File: config.mk
export PLATFORM = sky130hd
export DESIGN_NAME = utf8_validating_json_string_escaper_core
export DESIGN_NICKNAME = d
export VERILOG_FILES = /design/src/rtl/core/ujse_pkg.sv /design/src/rtl/core/ujse_utf8_check.sv /design/src/rtl/core/ujse_serializer.sv /design/src/rtl/core/utf8_validating_json_string_escaper_core.sv
export SDC_FILE = /design/constraint.sdc
export NUM_CORES = 1
export LEC_CHECK = 0
export BUFFER_PORTS_ARGS = -buffer_cell sky130_fd_sc_hd__buf_2
export CAP_MARGIN = 20
export CORE_MARGIN = 2
export CORE_UTILIZATION = 44
export DETAILED_ROUTE_END_ITERATION = 16
export HOLD_SLACK_MARGIN = 0.02
export SKIP_CTS_REPAIR_TIMING = 1
export SLEW_MARGIN = 20
export SYNTH_ARGS = -nofsm -noshare
export SYNTH_HDL_FRONTEND = slang
export SYNTH_SLANG_ARGS = --single-unit
export TNS_END_PERCENT = 20
File: constraint.sdc
create_clock -name clock -period 8.75 [get_ports clock]
set_clock_uncertainty 0.05 [all_clocks]
set_input_delay 2.625 -clock clock [delete_from_list [all_inputs] [get_ports clock]]
set_output_delay 2.625 -clock clock [all_outputs]
set_load 0.01 [all_outputs]
File: src/rtl/core/ujse_pkg.sv
// Shared types, character constants and helper functions for the UTF-8
// validating JSON string escaper. No dependencies; used by every core module.

package ujse_pkg;

   // Characters that appear in the escaped text
   localparam logic [7:0] CHAR_QUOTE  = 8'h22;
   localparam logic [7:0] CHAR_BSLASH = 8'h5C;
   localparam logic [7:0] CHAR_U      = 8'h75;
   localparam logic [7:0] CHAR_ZERO   = 8'h30;
   localparam logic [7:0] CHAR_LOWER_A = 8'h61;
   localparam logic [7:0] CONTROL_LIMIT = 8'h20;

   // UTF-8 lead byte ranges
   localparam logic [7:0] LEAD2_LOW  = 8'hC2;
   localparam logic [7:0] LEAD2_HIGH = 8'hDF;
   localparam logic [7:0] LEAD3_LOW  = 8'hE0;
   localparam logic [7:0] LEAD3_HIGH = 8'hEF;
   localparam logic [7:0] LEAD4_LOW  = 8'hF0;
   localparam logic [7:0] LEAD4_HIGH = 8'hF4;

   // Code point limits
   localparam logic [20:0] MIN_TWO_BYTE   = 21'h00080;
   localparam logic [20:0] MIN_THREE_BYTE = 21'h00800;
   localparam logic [20:0] MIN_FOUR_BYTE  = 21'h10000;
   localparam logic [20:0] SURROGATE_LOW  = 21'h0D800;
   localparam logic [20:0] SURROGATE_HIGH = 21'h0DFFF;
   localparam logic [20:0] MAX_CODE_POINT = 21'h10FFFF;

   // How the byte of an item is written out
   typedef enum logic [1:0] {
      BODY_NONE,
      BODY_PLAIN,
      BODY_ESCAPE,
      BODY_UNICODE
   } ujse_body_type;

   // One accepted item, ready to be expanded into result bytes
   typedef struct packed {
      logic          open_quote;
      ujse_body_type body;
      logic [7:0]    data;
      logic          close_quote;
      logic          invalid;
      logic [3:0]    count;
   } ujse_item_type;

   // One result byte with its flags
   typedef struct packed {
      logic [7:0] out_byte;
      logic       last_of_run;
      logic       end_of_string;
      logic       invalid_utf8;
   } ujse_result_type;

   // Serializer status toward the input handshake
   typedef struct packed {
      logic valid;
      logic final_step;
   } ujse_ser_status_type;

   function automatic logic [3:0] body_length(input ujse_body_type body);
      logic [3:0] len;
      case (body)
         BODY_NONE:    len = 4'd0;
         BODY_PLAIN:   len = 4'd1;
         BODY_ESCAPE:  len = 4'd2;
         BODY_UNICODE: len = 4'd6;
         default:      len = 4'd0;
      endcase
      return len;
   endfunction

   function automatic logic [7:0] hex_char(input logic [3:0] nibble);
      logic [7:0] ch;
      if (nibble < 4'd10) begin
         ch = CHAR_ZERO + {4'd0, nibble};
      end else begin
         ch = CHAR_LOWER_A + {4'd0, nibble} - 8'd10;
      end
      return ch;
   endfunction

   // Byte at position pos of the item's escaped body
   function automatic logic [7:0] body_byte(input ujse_item_type item, input logic [3:0] pos);
      logic [7:0] ch;
      case (item.body)
         BODY_PLAIN: ch = item.data;
         BODY_ESCAPE: ch = (pos == 4'd0) ? CHAR_BSLASH : item.data;
         BODY_UNICODE: begin
            case (pos)
               4'd0:    ch = CHAR_BSLASH;
               4'd1:    ch = CHAR_U;
               4'd4:    ch = hex_char(item.data[7:4]);
               4'd5:    ch = hex_char(item.data[3:0]);
               default: ch = CHAR_ZERO;
            endcase
         end
         default: ch = item.data;
      endcase
      return ch;
   endfunction

   // Result at position idx of the item's output run
   function automatic ujse_result_type result_at(input ujse_item_type item,
                                                 input logic [2:0] idx);
      ujse_result_type res;
      logic [3:0] pos;
      pos = {1'b0, idx} - {3'd0, item.open_quote};
      res.last_of_run = ({1'b0, idx} == item.count - 4'd1);
      res.end_of_string = 1'b0;
      res.invalid_utf8 = 1'b0;
      if (item.open_quote && idx == 3'd0) begin
         res.out_byte = CHAR_QUOTE;
      end else if (pos < body_length(item.body)) begin
         res.out_byte = body_byte(item, pos);
      end else begin
         res.out_byte = CHAR_QUOTE;
         res.end_of_string = 1'b1;
         res.invalid_utf8 = item.invalid;
      end
      return res;
   endfunction

endpackage

File: src/rtl/core/ujse_utf8_check.sv
// UTF-8 validation state for the JSON string escaper: decodes each accepted
// byte and keeps the sticky error flag. Depends on ujse_pkg.

module ujse_utf8_check (
   input  logic       clock,
   input  logic       reset,
   input  logic       accept,
   input  logic [7:0] data_byte,
   input  logic       first_of_string,
   input  logic       last_of_string,
   input  logic       empty_string,
   output logic       invalid_utf8
);

   logic [1:0]  pending_ff, pending_in;
   logic [1:0]  seq_len_ff, seq_len_in;
   logic [20:0] acc_ff, acc_in;
   logic        error_ff, error_in;
   logic [20:0] acc_shift;

   // Decode the byte against the state left by the previous item
   always_comb begin
      pending_in = first_of_string ? 2'd0 : pending_ff;
      seq_len_in = first_of_string ? 2'd0 : seq_len_ff;
      acc_in     = first_of_string ? 21'd0 : acc_ff;
      error_in   = first_of_string ? 1'b0 : error_ff;
      acc_shift  = {acc_in[14:0], data_byte[5:0]};
      invalid_utf8 = 1'b0;

      if (!empty_string) begin
         if (pending_in == 2'd0) begin
            if (data_byte[7] == 1'b0) begin
               // plain ASCII, nothing to track
            end else if (data_byte >= ujse_pkg::LEAD2_LOW && data_byte <= ujse_pkg::LEAD2_HIGH) begin
               pending_in = 2'd1;
               seq_len_in = 2'd1;
               acc_in = {16'd0, data_byte[4:0]};
            end else if (data_byte >= ujse_pkg::LEAD3_LOW && data_byte <= ujse_pkg::LEAD3_HIGH) begin
               pending_in = 2'd2;
               seq_len_in = 2'd2;
               acc_in = {17'd0, data_byte[3:0]};
            end else if (data_byte >= ujse_pkg::LEAD4_LOW && data_byte <= ujse_pkg::LEAD4_HIGH) begin
               pending_in = 2'd3;
               seq_len_in = 2'd3;
               acc_in = {18'd0, data_byte[2:0]};
            end else begin
               error_in = 1'b1;
            end
         end else if (data_byte[7:6] != 2'b10) begin
            // drop the pending sequence
            error_in = 1'b1;
            pending_in = 2'd0;
            seq_len_in = 2'd0;
            acc_in = 21'd0;
         end else begin
            pending_in = pending_in - 2'd1;
            if (pending_in == 2'd0) begin
               if ((seq_len_in == 2'd1 && acc_shift < ujse_pkg::MIN_TWO_BYTE) ||
                   (seq_len_in == 2'd2 && acc_shift < ujse_pkg::MIN_THREE_BYTE) ||
                   (seq_len_in == 2'd3 && acc_shift < ujse_pkg::MIN_FOUR_BYTE) ||
                   (acc_shift >= ujse_pkg::SURROGATE_LOW &&
                    acc_shift <= ujse_pkg::SURROGATE_HIGH) ||
                   acc_shift > ujse_pkg::MAX_CODE_POINT) begin
                  error_in = 1'b1;
               end
               seq_len_in = 2'd0;
               acc_in = 21'd0;
            end else begin
               acc_in = acc_shift;
            end
         end
      end

      // Close the string: flag any earlier error or a cut-off sequence, then clear
      if (last_of_string) begin
         invalid_utf8 = error_in | (pending_in != 2'd0);
         pending_in = 2'd0;
         seq_len_in = 2'd0;
         acc_in = 21'd0;
         error_in = 1'b0;
      end
   end

   // Advance the state on each accepted item
   always_ff @(posedge clock) begin
      if (reset) begin
         pending_ff <= 2'd0;
         seq_len_ff <= 2'd0;
         acc_ff <= 21'd0;
         error_ff <= 1'b0;
      end else if (accept) begin
         pending_ff <= pending_in;
         seq_len_ff <= seq_len_in;
         acc_ff <= acc_in;
         error_ff <= error_in;
      end
   end

endmodule

File: src/rtl/core/ujse_serializer.sv
// Holding register and step counter that expand one item into its run of
// escaped result bytes, one per step. Depends on ujse_pkg.

module ujse_serializer (
   input  logic                          clock,
   input  logic                          reset,
   input  logic                          load,
   input  ujse_pkg::ujse_item_type       item,
   input  logic                          advance,
   output ujse_pkg::ujse_ser_status_type status,
   output ujse_pkg::ujse_result_type     result
);

   ujse_pkg::ujse_item_type hold_ff;
   logic                    valid_ff;
   logic [2:0]              idx_ff;

   // Pick the current byte of the run
   always_comb begin
      result = ujse_pkg::result_at(hold_ff, idx_ff);
      status.valid = valid_ff;
      status.final_step = result.last_of_run;
   end

   // Hold the item payload
   always_ff @(posedge clock) begin
      if (load) begin
         hold_ff <= item;
      end
   end

   // Step through the run; a new item overrides a finished one
   always_ff @(posedge clock) begin
      if (reset) begin
         valid_ff <= 1'b0;
         idx_ff <= 3'd0;
      end else if (load) begin
         valid_ff <= 1'b1;
         idx_ff <= 3'd0;
      end else if (valid_ff && advance) begin
         if (result.last_of_run) begin
            valid_ff <= 1'b0;
            idx_ff <= 3'd0;
         end else begin
            idx_ff <= idx_ff + 3'd1;
         end
      end
   end

endmodule

File: src/rtl/core/utf8_validating_json_string_escaper_core.sv
// Top level of the UTF-8 validating JSON string escaper: input handshake,
// result register and assertions. Depends on ujse_pkg, ujse_utf8_check and
// ujse_serializer.
//
// Each input item carries one string byte and emits that byte as quoted JSON
// text, one result byte per cycle unless rsp_tready stalls: the opening quote
// on the first item, the byte itself (backslash-escaped for quote and
// backslash, \u00xx for control bytes), and the closing quote on the last
// item, which also reports in invalid_utf8 whether the string held bad UTF-8.
// An item whose run is one byte is taken every cycle unless rsp_tready stalls;
// a longer run holds the input while the serializer steps one byte per open
// cycle into the result register. The next item is accepted in the cycle its
// predecessor's final byte moves to the result register: no bubble between runs.

module utf8_validating_json_string_escaper_core (
   input  logic       clock,
   input  logic       reset,
   // input items
   input  logic       req_tvalid,
   output logic       req_tready,
   input  logic [7:0] req_tdata,   // [7:0] data_byte
   input  logic       req_tlast,   // last_of_string
   input  logic [1:0] req_tuser,   // [0] first_of_string, [1] empty_string
   // result items
   output logic       rsp_tvalid,
   input  logic       rsp_tready,
   output logic [7:0] rsp_tdata,   // [7:0] out_byte
   output logic       rsp_tlast,   // last_of_run
   output logic [1:0] rsp_tuser    // [0] end_of_string, [1] invalid_utf8
);

   logic                          req_accept;
   logic                          out_open;
   logic                          load;
   logic                          invalid_utf8;
   ujse_pkg::ujse_item_type       item;
   ujse_pkg::ujse_ser_status_type ser_status;
   ujse_pkg::ujse_result_type     ser_result;
   logic                          rsp_valid_ff;
   ujse_pkg::ujse_result_type     rsp_data_ff;

   // Result register can take a byte this cycle
   assign out_open = !rsp_valid_ff || rsp_tready;

   // Take an item when no run is held, or once the held run is on its final byte and moving out
   assign req_tready = !ser_status.valid || (ser_status.final_step && out_open);
   assign req_accept = req_tvalid && req_tready;

   ujse_utf8_check u_check (
      .clock           (clock),
      .reset           (reset),
      .accept          (req_accept),
      .data_byte       (req_tdata),
      .first_of_string (req_tuser[0]),
      .last_of_string  (req_tlast),
      .empty_string    (req_tuser[1]),
      .invalid_utf8    (invalid_utf8)
   );

   // Classify the byte and size its run
   always_comb begin
      item.open_quote = req_tuser[0];
      item.close_quote = req_tlast;
      item.data = req_tdata;
      item.invalid = invalid_utf8;
      if (req_tuser[1]) begin
         item.body = ujse_pkg::BODY_NONE;
      end else if (req_tdata == ujse_pkg::CHAR_QUOTE || req_tdata == ujse_pkg::CHAR_BSLASH) begin
         item.body = ujse_pkg::BODY_ESCAPE;
      end else if (req_tdata < ujse_pkg::CONTROL_LIMIT) begin
         item.body = ujse_pkg::BODY_UNICODE;
      end else begin
         item.body = ujse_pkg::BODY_PLAIN;
      end
      item.count = {3'd0, item.open_quote} + ujse_pkg::body_length(item.body)
                   + {3'd0, item.close_quote};
   end

   // Items with no output run are dropped after updating validation
   assign load = req_accept && (item.count != 4'd0);

   ujse_serializer u_serializer (
      .clock   (clock),
      .reset   (reset),
      .load    (load),
      .item    (item),
      .advance (out_open),
      .status  (ser_status),
      .result  (ser_result)
   );

   // Result register valid
   always_ff @(posedge clock) begin
      if (reset) begin
         rsp_valid_ff <= 1'b0;
      end else if (out_open) begin
         rsp_valid_ff <= ser_status.valid;
      end
   end

   // Result register payload
   always_ff @(posedge clock) begin
      if (out_open && ser_status.valid) begin
         rsp_data_ff <= ser_result;
      end
   end

   assign rsp_tvalid = rsp_valid_ff;
   assign rsp_tdata = rsp_data_ff.out_byte;
   assign rsp_tlast = rsp_data_ff.last_of_run;
   assign rsp_tuser = {rsp_data_ff.invalid_utf8, rsp_data_ff.end_of_string};

   // The closing quote always ends its item's run
   assert property (@(posedge clock) disable iff (reset)
      rsp_tvalid && rsp_tuser[0] |-> rsp_tlast && rsp_tdata == ujse_pkg::CHAR_QUOTE)
      else $error("closing quote not last of run or not a quote");

   // The error flag appears only on the closing quote
   assert property (@(posedge clock) disable iff (reset)
      rsp_tvalid && rsp_tuser[1] |-> rsp_tuser[0])
      else $error("invalid_utf8 set outside closing quote");

   // A loaded item is held by the serializer in the next cycle
   assert property (@(posedge clock) disable iff (reset)
      load |=> ser_status.valid)
      else $error("loaded item lost");

   // An item is never accepted while a run still has bytes besides the current one
   assert property (@(posedge clock) disable iff (reset)
      ser_status.valid && !ser_status.final_step |-> !req_accept)
      else $error("item accepted during an unfinished run");

endmodule
Word level (Yosys, flattened, before mapping)
Index checks and enable logic that the tools add are counted.
{ "word_totals": {"reg_bits": 58, "elab_cells": 153} }
{ "op_classes": {"n_addsub": 12, "n_lt_le_gt_ge": 16, "eq_ne": 16, "n_mux": 56, "bitwise_logic": 2, "reduce_logical": 35} }
{ "op_table": {"columns": ["operator", "n"], "rows": [
  ["$mux 21", 10],
  ["$mux 2", 23],
  ["$pmux 4 s4", 2],
  ["$pmux 8 s4", 1],
  ["$ge 8x8->1 const B", 3],
  ["$le 8x8->1 const B", 3],
  ["$mux 8", 3],
  ["$ge 21x16->1 const B", 1],
  ["$gt 21x21->1 const B", 1],
  ["$le 21x16->1 const B", 1],
  ["$lt 21x12->1 const B", 1],
  ["$lt 21x17->1 const B", 1],
  ["$lt 21x8->1 const B", 1],
  ["$add 7x4->8 const A", 2],
  ["$pmux 8 s2", 1],
  ["$sub 8x4->8 const B", 2],
  ["$add 6x4->7 const A", 2],
  ["$mux 1", 14],
  ["$eq 2x2->1 const B", 6],
  ["$logic_and 1x1->1", 12],
  ["$eq 4x3->1 const B", 2],
  ["$eq 8x6->1 const B", 1],
  ["$eq 8x7->1 const B", 1],
  ["$logic_not 2->1", 4],
  ["other kinds (25)", 39]
]} }

Longest topological paths before layout
Gate-level depths: netlist of the first run.
{ "depth": {"word_depth": 13, "depth_mapped": 15, "ltp_nobuf": 14} }

Modules after synthesis
From an unflattened synthesis of the first run, not the netlist that was laid out.
{ "unflattened": {"cells_unflattened": 370, "area_unflattened_um2": 3370.7} }
{ "by_module_without_submodules": {"columns": ["module", "n_inst", "cells_per_inst", "area_per_inst_um2", "seq_area_each_um2"], "rows": [
  ["ujse_serializer", 1, 156, 1502.7, 560.5],
  ["ujse_utf8_check", 1, 171, 1287.5, 400.4],
  ["utf8_validating_json_string_escaper_core", 1, 43, 580.6, 350.3]
]} }

Worst setup path after synthesis of the first run
OpenSTA, ideal clock, no wires.
{ "synth_path": {"path_type": "input to output", "from": "in rsp_tready", "to": "out req_tready", "t_arrival_ns": 3.003, "t_required_ns": 6.075, "path_slack_ns": 3.072, "stages": 2, "cell_sequence": "nand2b_1 > a21o_1"} }
{ "synth_via": {"elab_chain_len": 3} }
{ "synth_rtl": {"columns": ["item", "line", "source"], "rows": [
  ["from (decl)", "utf8_validating_json_string_escaper_core.sv:26", "input logic rsp_tready,"],
  ["$logic_or 1x1->1", "utf8_validating_json_string_escaper_core.sv:43", "assign out_open = !rsp_valid_ff || rsp_tready;"],
  ["$logic_and 1x1->1", "utf8_validating_json_string_escaper_core.sv:46", "assign req_tready = !ser_status.valid || (ser_status.final_step && out_open);"],
  ["$logic_or 1x1->1", "utf8_validating_json_string_escaper_core.sv:46", null],
  ["to (decl)", "utf8_validating_json_string_escaper_core.sv:20", "output logic req_tready,"]
]} }
No other way between the ends.

Worst setup path in the final report of the first run
Ends and elaborated chain as after synthesis.

==> impl_metrics.toml, run 1 <==
[timing]
drv_slew = 0
final_hold_viol_count = 0
rsz0062_at_grt = "no"
setup_violations = 0
period_share_pct = 67.8
hold_slack_ps = 441
fin_setup_tns_ps = 0
fmax_ghz = 0.169
slew_headroom_pct = 40.7
layout_min_cycle_time_ps = 5930
tightest_slew_ps = 886

[logic_synthesis]
synth_area_sq_um = 2990
synth_area_leaders = "edfxtp_1 (27%), dfxtp_1 (17%), ha_1 (5.0%)"
async_flop_share_pct = 0
ys_ff_latch = 52
yosysUniqueCellTypes = 64
netlist_instances = 305
yosysMostFrequentCell = "edfxtp_1"
seq_area_frac_synth_pct = 43.8
synth_common_cells = "edfxtp_1 (27), dfxtp_1 (25), inv_1 (25), nand2_1 (25), a21oi_1 (20)"
synth.top_cell.area_share_pct = 27.1
synth_fp_nets = 333
ys_warn_count = 0
syn_area_per_cell_sq_um = 9.81
synth_edf_count = 27
synthFlopType = "edfxtp_1"
synth_top_area_cell = "edfxtp_1"

[global_route]
grt-ovfl-total = 0
grt_pass1_vias = 2222
grt_pass1_wl_um = 10200
grt_max_degree = 20
antenna_found_initial = 0
gr-usage-all-layers_pct = 17.0

[routing]
first_pass_iters = 4
ant_nets = 0
drt_iter0_drc = 89
route.detailed.drc = 0
wirelength_um = 6120
vias = 2391
wl_per_cell_um = 14.9
vias_per_cell = 5.83

[layout]
drive_gt1_share_pct = 16.7
regArea_sq_um = 1310
multi_input_area_sq_um = 1530
area.growth.synth_to_final_pct = 9.03
num-fill-cells = 640
final_net_count = 357
diodes = 0

[power_and_ir_drop]
cellLeakagePower_nw = 1.30
ir_drop_mv = 0.0632
p_per_area_nw_per_um2 = 163

[critical_path]
worstPathArrival_ps = 3250
reg2reg_from = "u_serializer.hold_ff[0]"
worstPathRequired_ps = 6080
reg2reg_to = "u_serializer.hold_ff[15]"
cp_max_fo = 5
startpoint = "rsp_tready"
r2r_slack_ps = 5800
worstSetupPathType = "in -> out"
cp-endpoint = "req_tready"
cp-end-kind = "output port"
critPathLaunchType = "primary input"
r2r_cells = 7

[die]
die_h_um = 86.5
die_w_um = 86.5
core-area_sq_um = 6680
start_util_pct = 44.8
fp-row-count = 30
ios = 28
die_area_sq_um = 7470

[cts]
cts.sinks = 52
cts_tree = "yes"
htreeDepth = 2
root_buffer = "clkbuf_8"
cts_inserted_buffers = 5
clk_pin_slew_ps = 90
cts_max_path_buffers = 2
insertion_delay_ps = 300

[worst_hold_path]
hold_path_class = "reg -> reg"

[placement]
dpl.hpwl_um = 4660
numPortBuffers = 27
routabilityCongestion = 0.921

[run]
timing.max_cap.violations = 0

[run_status]
outcome = "completed"
## worst min-delay path by stage
stage / from / end / slack [ps] / cells past startpoint
2_1_floorplan: u_check.acc_ff[0] / u_check.acc_ff[6] / 390 / 1
3_3_place_gp: u_check.acc_ff[0] / u_check.acc_ff[6] / 410 / 1
3_5_place_dp: u_check.pending_ff[1] / u_check.pending_ff[1] / 420 / 1
4_1_cts: u_check.pending_ff[1] / u_check.pending_ff[1] / 440 / 1
5_1_grt: u_check.pending_ff[1] / u_check.pending_ff[1] / 450 / 1
6_report: u_check.pending_ff[1] / u_check.pending_ff[1] / 440 / 1
## critical path, stage by stage
cell,delay (ps)
buf_2,90
nand2b_1,200
a21o_1,200
buf_2,140
## kinds of logic (layout without fill, tap and decap cells)
group | count (synthesis) | after routing | share of synthesized area [%]
fa+ha+maj | 13 | 13 | 5.69
buf+inv | 35 | 60 | 5.10
mux | 1 | 1 | 0.376
compound gates | 97 | 97 | 24.1
simple gates | 100 | 100 | 18.4
flops | 52 | 52 | 43.8
xor+xnor | 7 | 7 | 2.51
## state kept, by name, summed over array words and instances, names as in the netlist
name and count:
u_check.acc_ff 15, u_check.seq_len_ff 2, u_serializer.idx_ff 3, rsp_tlast 1
rsp_tdata 8, u_serializer.hold_ff 16, u_check.error_ff 1, rsp_tuser 2
u_check.pending_ff 2, rsp_tvalid 1, u_serializer.valid_ff 1
## per-layer routing
layer | track usage (%) | vias up | part of all wire [%]
met1 | 21.8 | 1128 | 46
met3 | 2.76 | 8 | 3.8
li1 | - | 1199 | -
met4 | 4.97 | 0 | 1.1
met2 | 29.6 | 56 | 49
met5 | 0 | - | 0
## report_power, final
part           internal (mW)  leakage (nW)  switching (mW)
Sequential             0.274         0.457         0.00907
Clock                 0.0644        0.0445          0.0772
Combinational         0.0408         0.802          0.0663
Total                  0.379          1.30           0.153
## cells in the final DEF, fill, tap and decap left out, drive strengths merged, types with 3 or more instances in the layout
cell	netlist	routed
a21o	3	3
a21oi	21	21
a22o	16	16
a32o	3	3
and2	3	3
and3	5	5
buf	4	27
clkbuf	6	7
dfxtp	25	25
edfxtp	27	27
ha	12	12
inv	25	25
nand2	25	25
nand3	4	4
nor2	19	19
nor2b	6	6
nor3	13	13
nor4	5	5
nor4b	3	3
o211ai	3	3
o21a	4	4
o21ai	18	18
o221ai	3	3
o31ai	5	5
o32ai	3	3
xnor2	4	4
## cell type report
cell class	count	share of cell area [%]
clock buffers	7	2.65
clock inverters	1	0.230
inverters	25	2.88
multi-input cells	218	46.8
flip-flops and latches	52	40.2
well taps	80	3.07
repair buffers	27	4.14
## metrics by stage
stage	total power [mW]	worst slack (ps)	instance area (sq um)	std cells	util [%]
2_1_floorplan	0.368	3070	2990	305	-
3_3_place_gp	0.395	2850	3170	402	47.4
3_5_place_dp	0.396	2830	3170	402	47.4
4_1_cts	0.538	2830	3260	410	48.8
5_1_grt	0.560	2780	3260	410	48.8
6_report	0.532	2820	3260	410	48.8
Note: power is estimated with default switching activity, not from simulation.
==> run 2, diff against run 1 <==
==> constraint.sdc (replaced) <==
create_clock -name clock -period 5.5 [get_ports clock]
set_clock_uncertainty 0.05 [all_clocks]
set_input_delay 1.65 -clock clock [delete_from_list [all_inputs] [get_ports clock]]
set_output_delay 1.65 -clock clock [all_outputs]
set_load 0.01 [all_outputs]
==> run 2 against run 1 <==
Global-route usage is 0.87 points higher. Flip-flop and latch count stayed put. Worst hold slack worse by 4.4 ps. Critical path type is now in -> reg. Largest cell class unchanged. Utilization hardly changed. Die area stayed put. Wire length is 2.5% higher.
==> impl_metrics.toml, run 2 (synthesis gave the netlist of run 1 again) <==
[critical_path]
cp-end-kind = "flop"
max_stage_delay_ps = 280
worstPathRequired_ps = 5670
reg2reg_from = "u_serializer.idx_ff[0]"
cp-endpoint = "u_serializer.idx_ff[1]"
worstSetupPathType = "in -> reg"
crit_slowest_cell = "o31ai_1"
r2r_cells = 10
startpoint = "req_tdata[6]"
reg2reg_to = "rsp_tdata[1]"
path_cells = "buf_2 -> nor4b_1 -> nand3_1 -> a21oi_1 -> a21oi_1 -> o31ai_1 -> fa_1 -> inv_1 -> ha_1 -> o21a_1 -> o31ai_1 -> nor2b_2 -> buf_4 -> nor3_1"
cp_max_fo = 19
r2r_slack_ps = 2850
worstPathArrival_ps = 4160
critPathLaunchType = "primary input"

[placement]
dpl.hpwl_um = 4700
dp_slack_ps = 1160
routabilityCongestion = 0.844
dpl_cell_area_sq_um = 3180
placed_cells = 403
numPortBuffers = 27

[routing]
ant_nets = 0
vias = 2346
first_pass_iters = 4
route.detailed.drc = 0
vias_per_cell = 5.71
wirelength_um = 6280
wl_per_cell_um = 15.3
drt_iter0_drc = 85

[layout]
num-fill-cells = 648
layout_common_cells = "buf_2 (27), edfxtp_1 (27), inv_1 (25), nand2_1 (25), dfxtp_1 (25)"
drive_gt1_share_pct = 16.9
top_register = "u_serializer.hold_ff"
diodes = 0
largest_register_ffs = 16
area.growth.synth_to_final_pct = 8.95
final_net_count = 358
final_core_util_pct = 48.8
final_area_sq_um = 3260
stdcell_count = 411

[timing]
layout_setup_ws_ps = 1500
setup_violations = 0
drv_slew = 0
layout_min_cycle_time_ps = 4000
tightest_slew_ps = 613
fin_setup_tns_ps = 0
slew_headroom_pct = 58.7
period_share_pct = 72.6
hold_slack_ps = 437
fmax_ghz = 0.250
final_hold_viol_count = 0
rsz0062_at_grt = "no"

[cts]
insertion_delay_ps = 300
cts_inserted_buffers = 5
cts_tree = "yes"
root_buffer = "clkbuf_8"
htreeDepth = 2
clk_pin_slew_ps = 100
cts_max_path_buffers = 2
cts.sinks = 52

[global_route]
grt_pass1_wl_um = 10800
antenna_found_initial = 0
gr-usage-all-layers_pct = 17.9
grt_pass1_vias = 2353
grt-ovfl-total = 0
grt_max_degree = 20

[worst_hold_path]
hold_path_class = "reg -> reg"
hold_start = "u_check.acc_ff[10]"
hold_depth = 1

[power_and_ir_drop]
p_per_area_nw_per_um2 = 257
cellLeakagePower_nw = 1.31
ir_drop_mv = 0.114
finalPower_mw = 0.839

[die]
die_w_um = 86.5
core-area_sq_um = 6680
start_util_pct = 44.8
fp-row-count = 30
die_h_um = 86.5
die_area_sq_um = 7470
ios = 28

[run_status]
outcome = "completed"

[run]
timing.max_cap.violations = 0
[run 2: cell count changes in the layout (fill, tap and decap cells not counted), sizes merged]
cell,before,now
clkinvlp,1,0
buf,27,28
clkbuf,7,6
inv,25,26
clkinv,0,1
[run 2: worst min path at each step]
stage | slack, ps | to
floorplan | 390 | u_check.acc_ff[6]
finish | 440 | u_check.acc_ff[10]
global route | 450 | u_check.acc_ff[10]
CTS | 440 | u_check.acc_ff[10]
global placement | 410 | u_check.acc_ff[11]
detailed placement | 410 | u_check.acc_ff[13]
[run 2: area by class of cell]
cell class	instances	area (sq um)	area share (%)
Clock buffer	6	72.6	2.23
Clock inverter	2	11.3	0.345
Inverter	25	93.8	2.88
Sequential cell	52	1310	40.2
Multi-Input combinational cell	218	1530	46.9
Tap cell	80	100	3.07
Timing Repair Buffer	28	143	4.38
[run 2: report_power, final]
part | total (mW) | internal (mW) | leakage [nW] | switching, mW
clock | 0.216 | 0.0897 | 0.0455 | 0.126
combinational | 0.172 | 0.0661 | 0.807 | 0.106
sequential | 0.451 | 0.436 | 0.457 | 0.0148
[run 2: critical path: cells and delay by family]
| kind | cells | cell delay (ps) |
|---|---|---|
| adder cells (fa/ha/maj) | 2 | 460 |
| buffers and inverters | 3 | 520 |
| AO/OA/AOI/OAI | 5 | 880 |
| AND/OR/NAND/NOR | 4 | 640 |
[run 2: per-layer routing]
layer / vias to the layer above / GRT usage (%) / wire (um)
met3: 10 / 3.52 / 180
li1: 1202 / - / -
met4: 0 / 5.82 / 94
met5: - / 0 / 0
met2: 37 / 30.4 / 3080
met1: 1097 / 22.8 / 2920
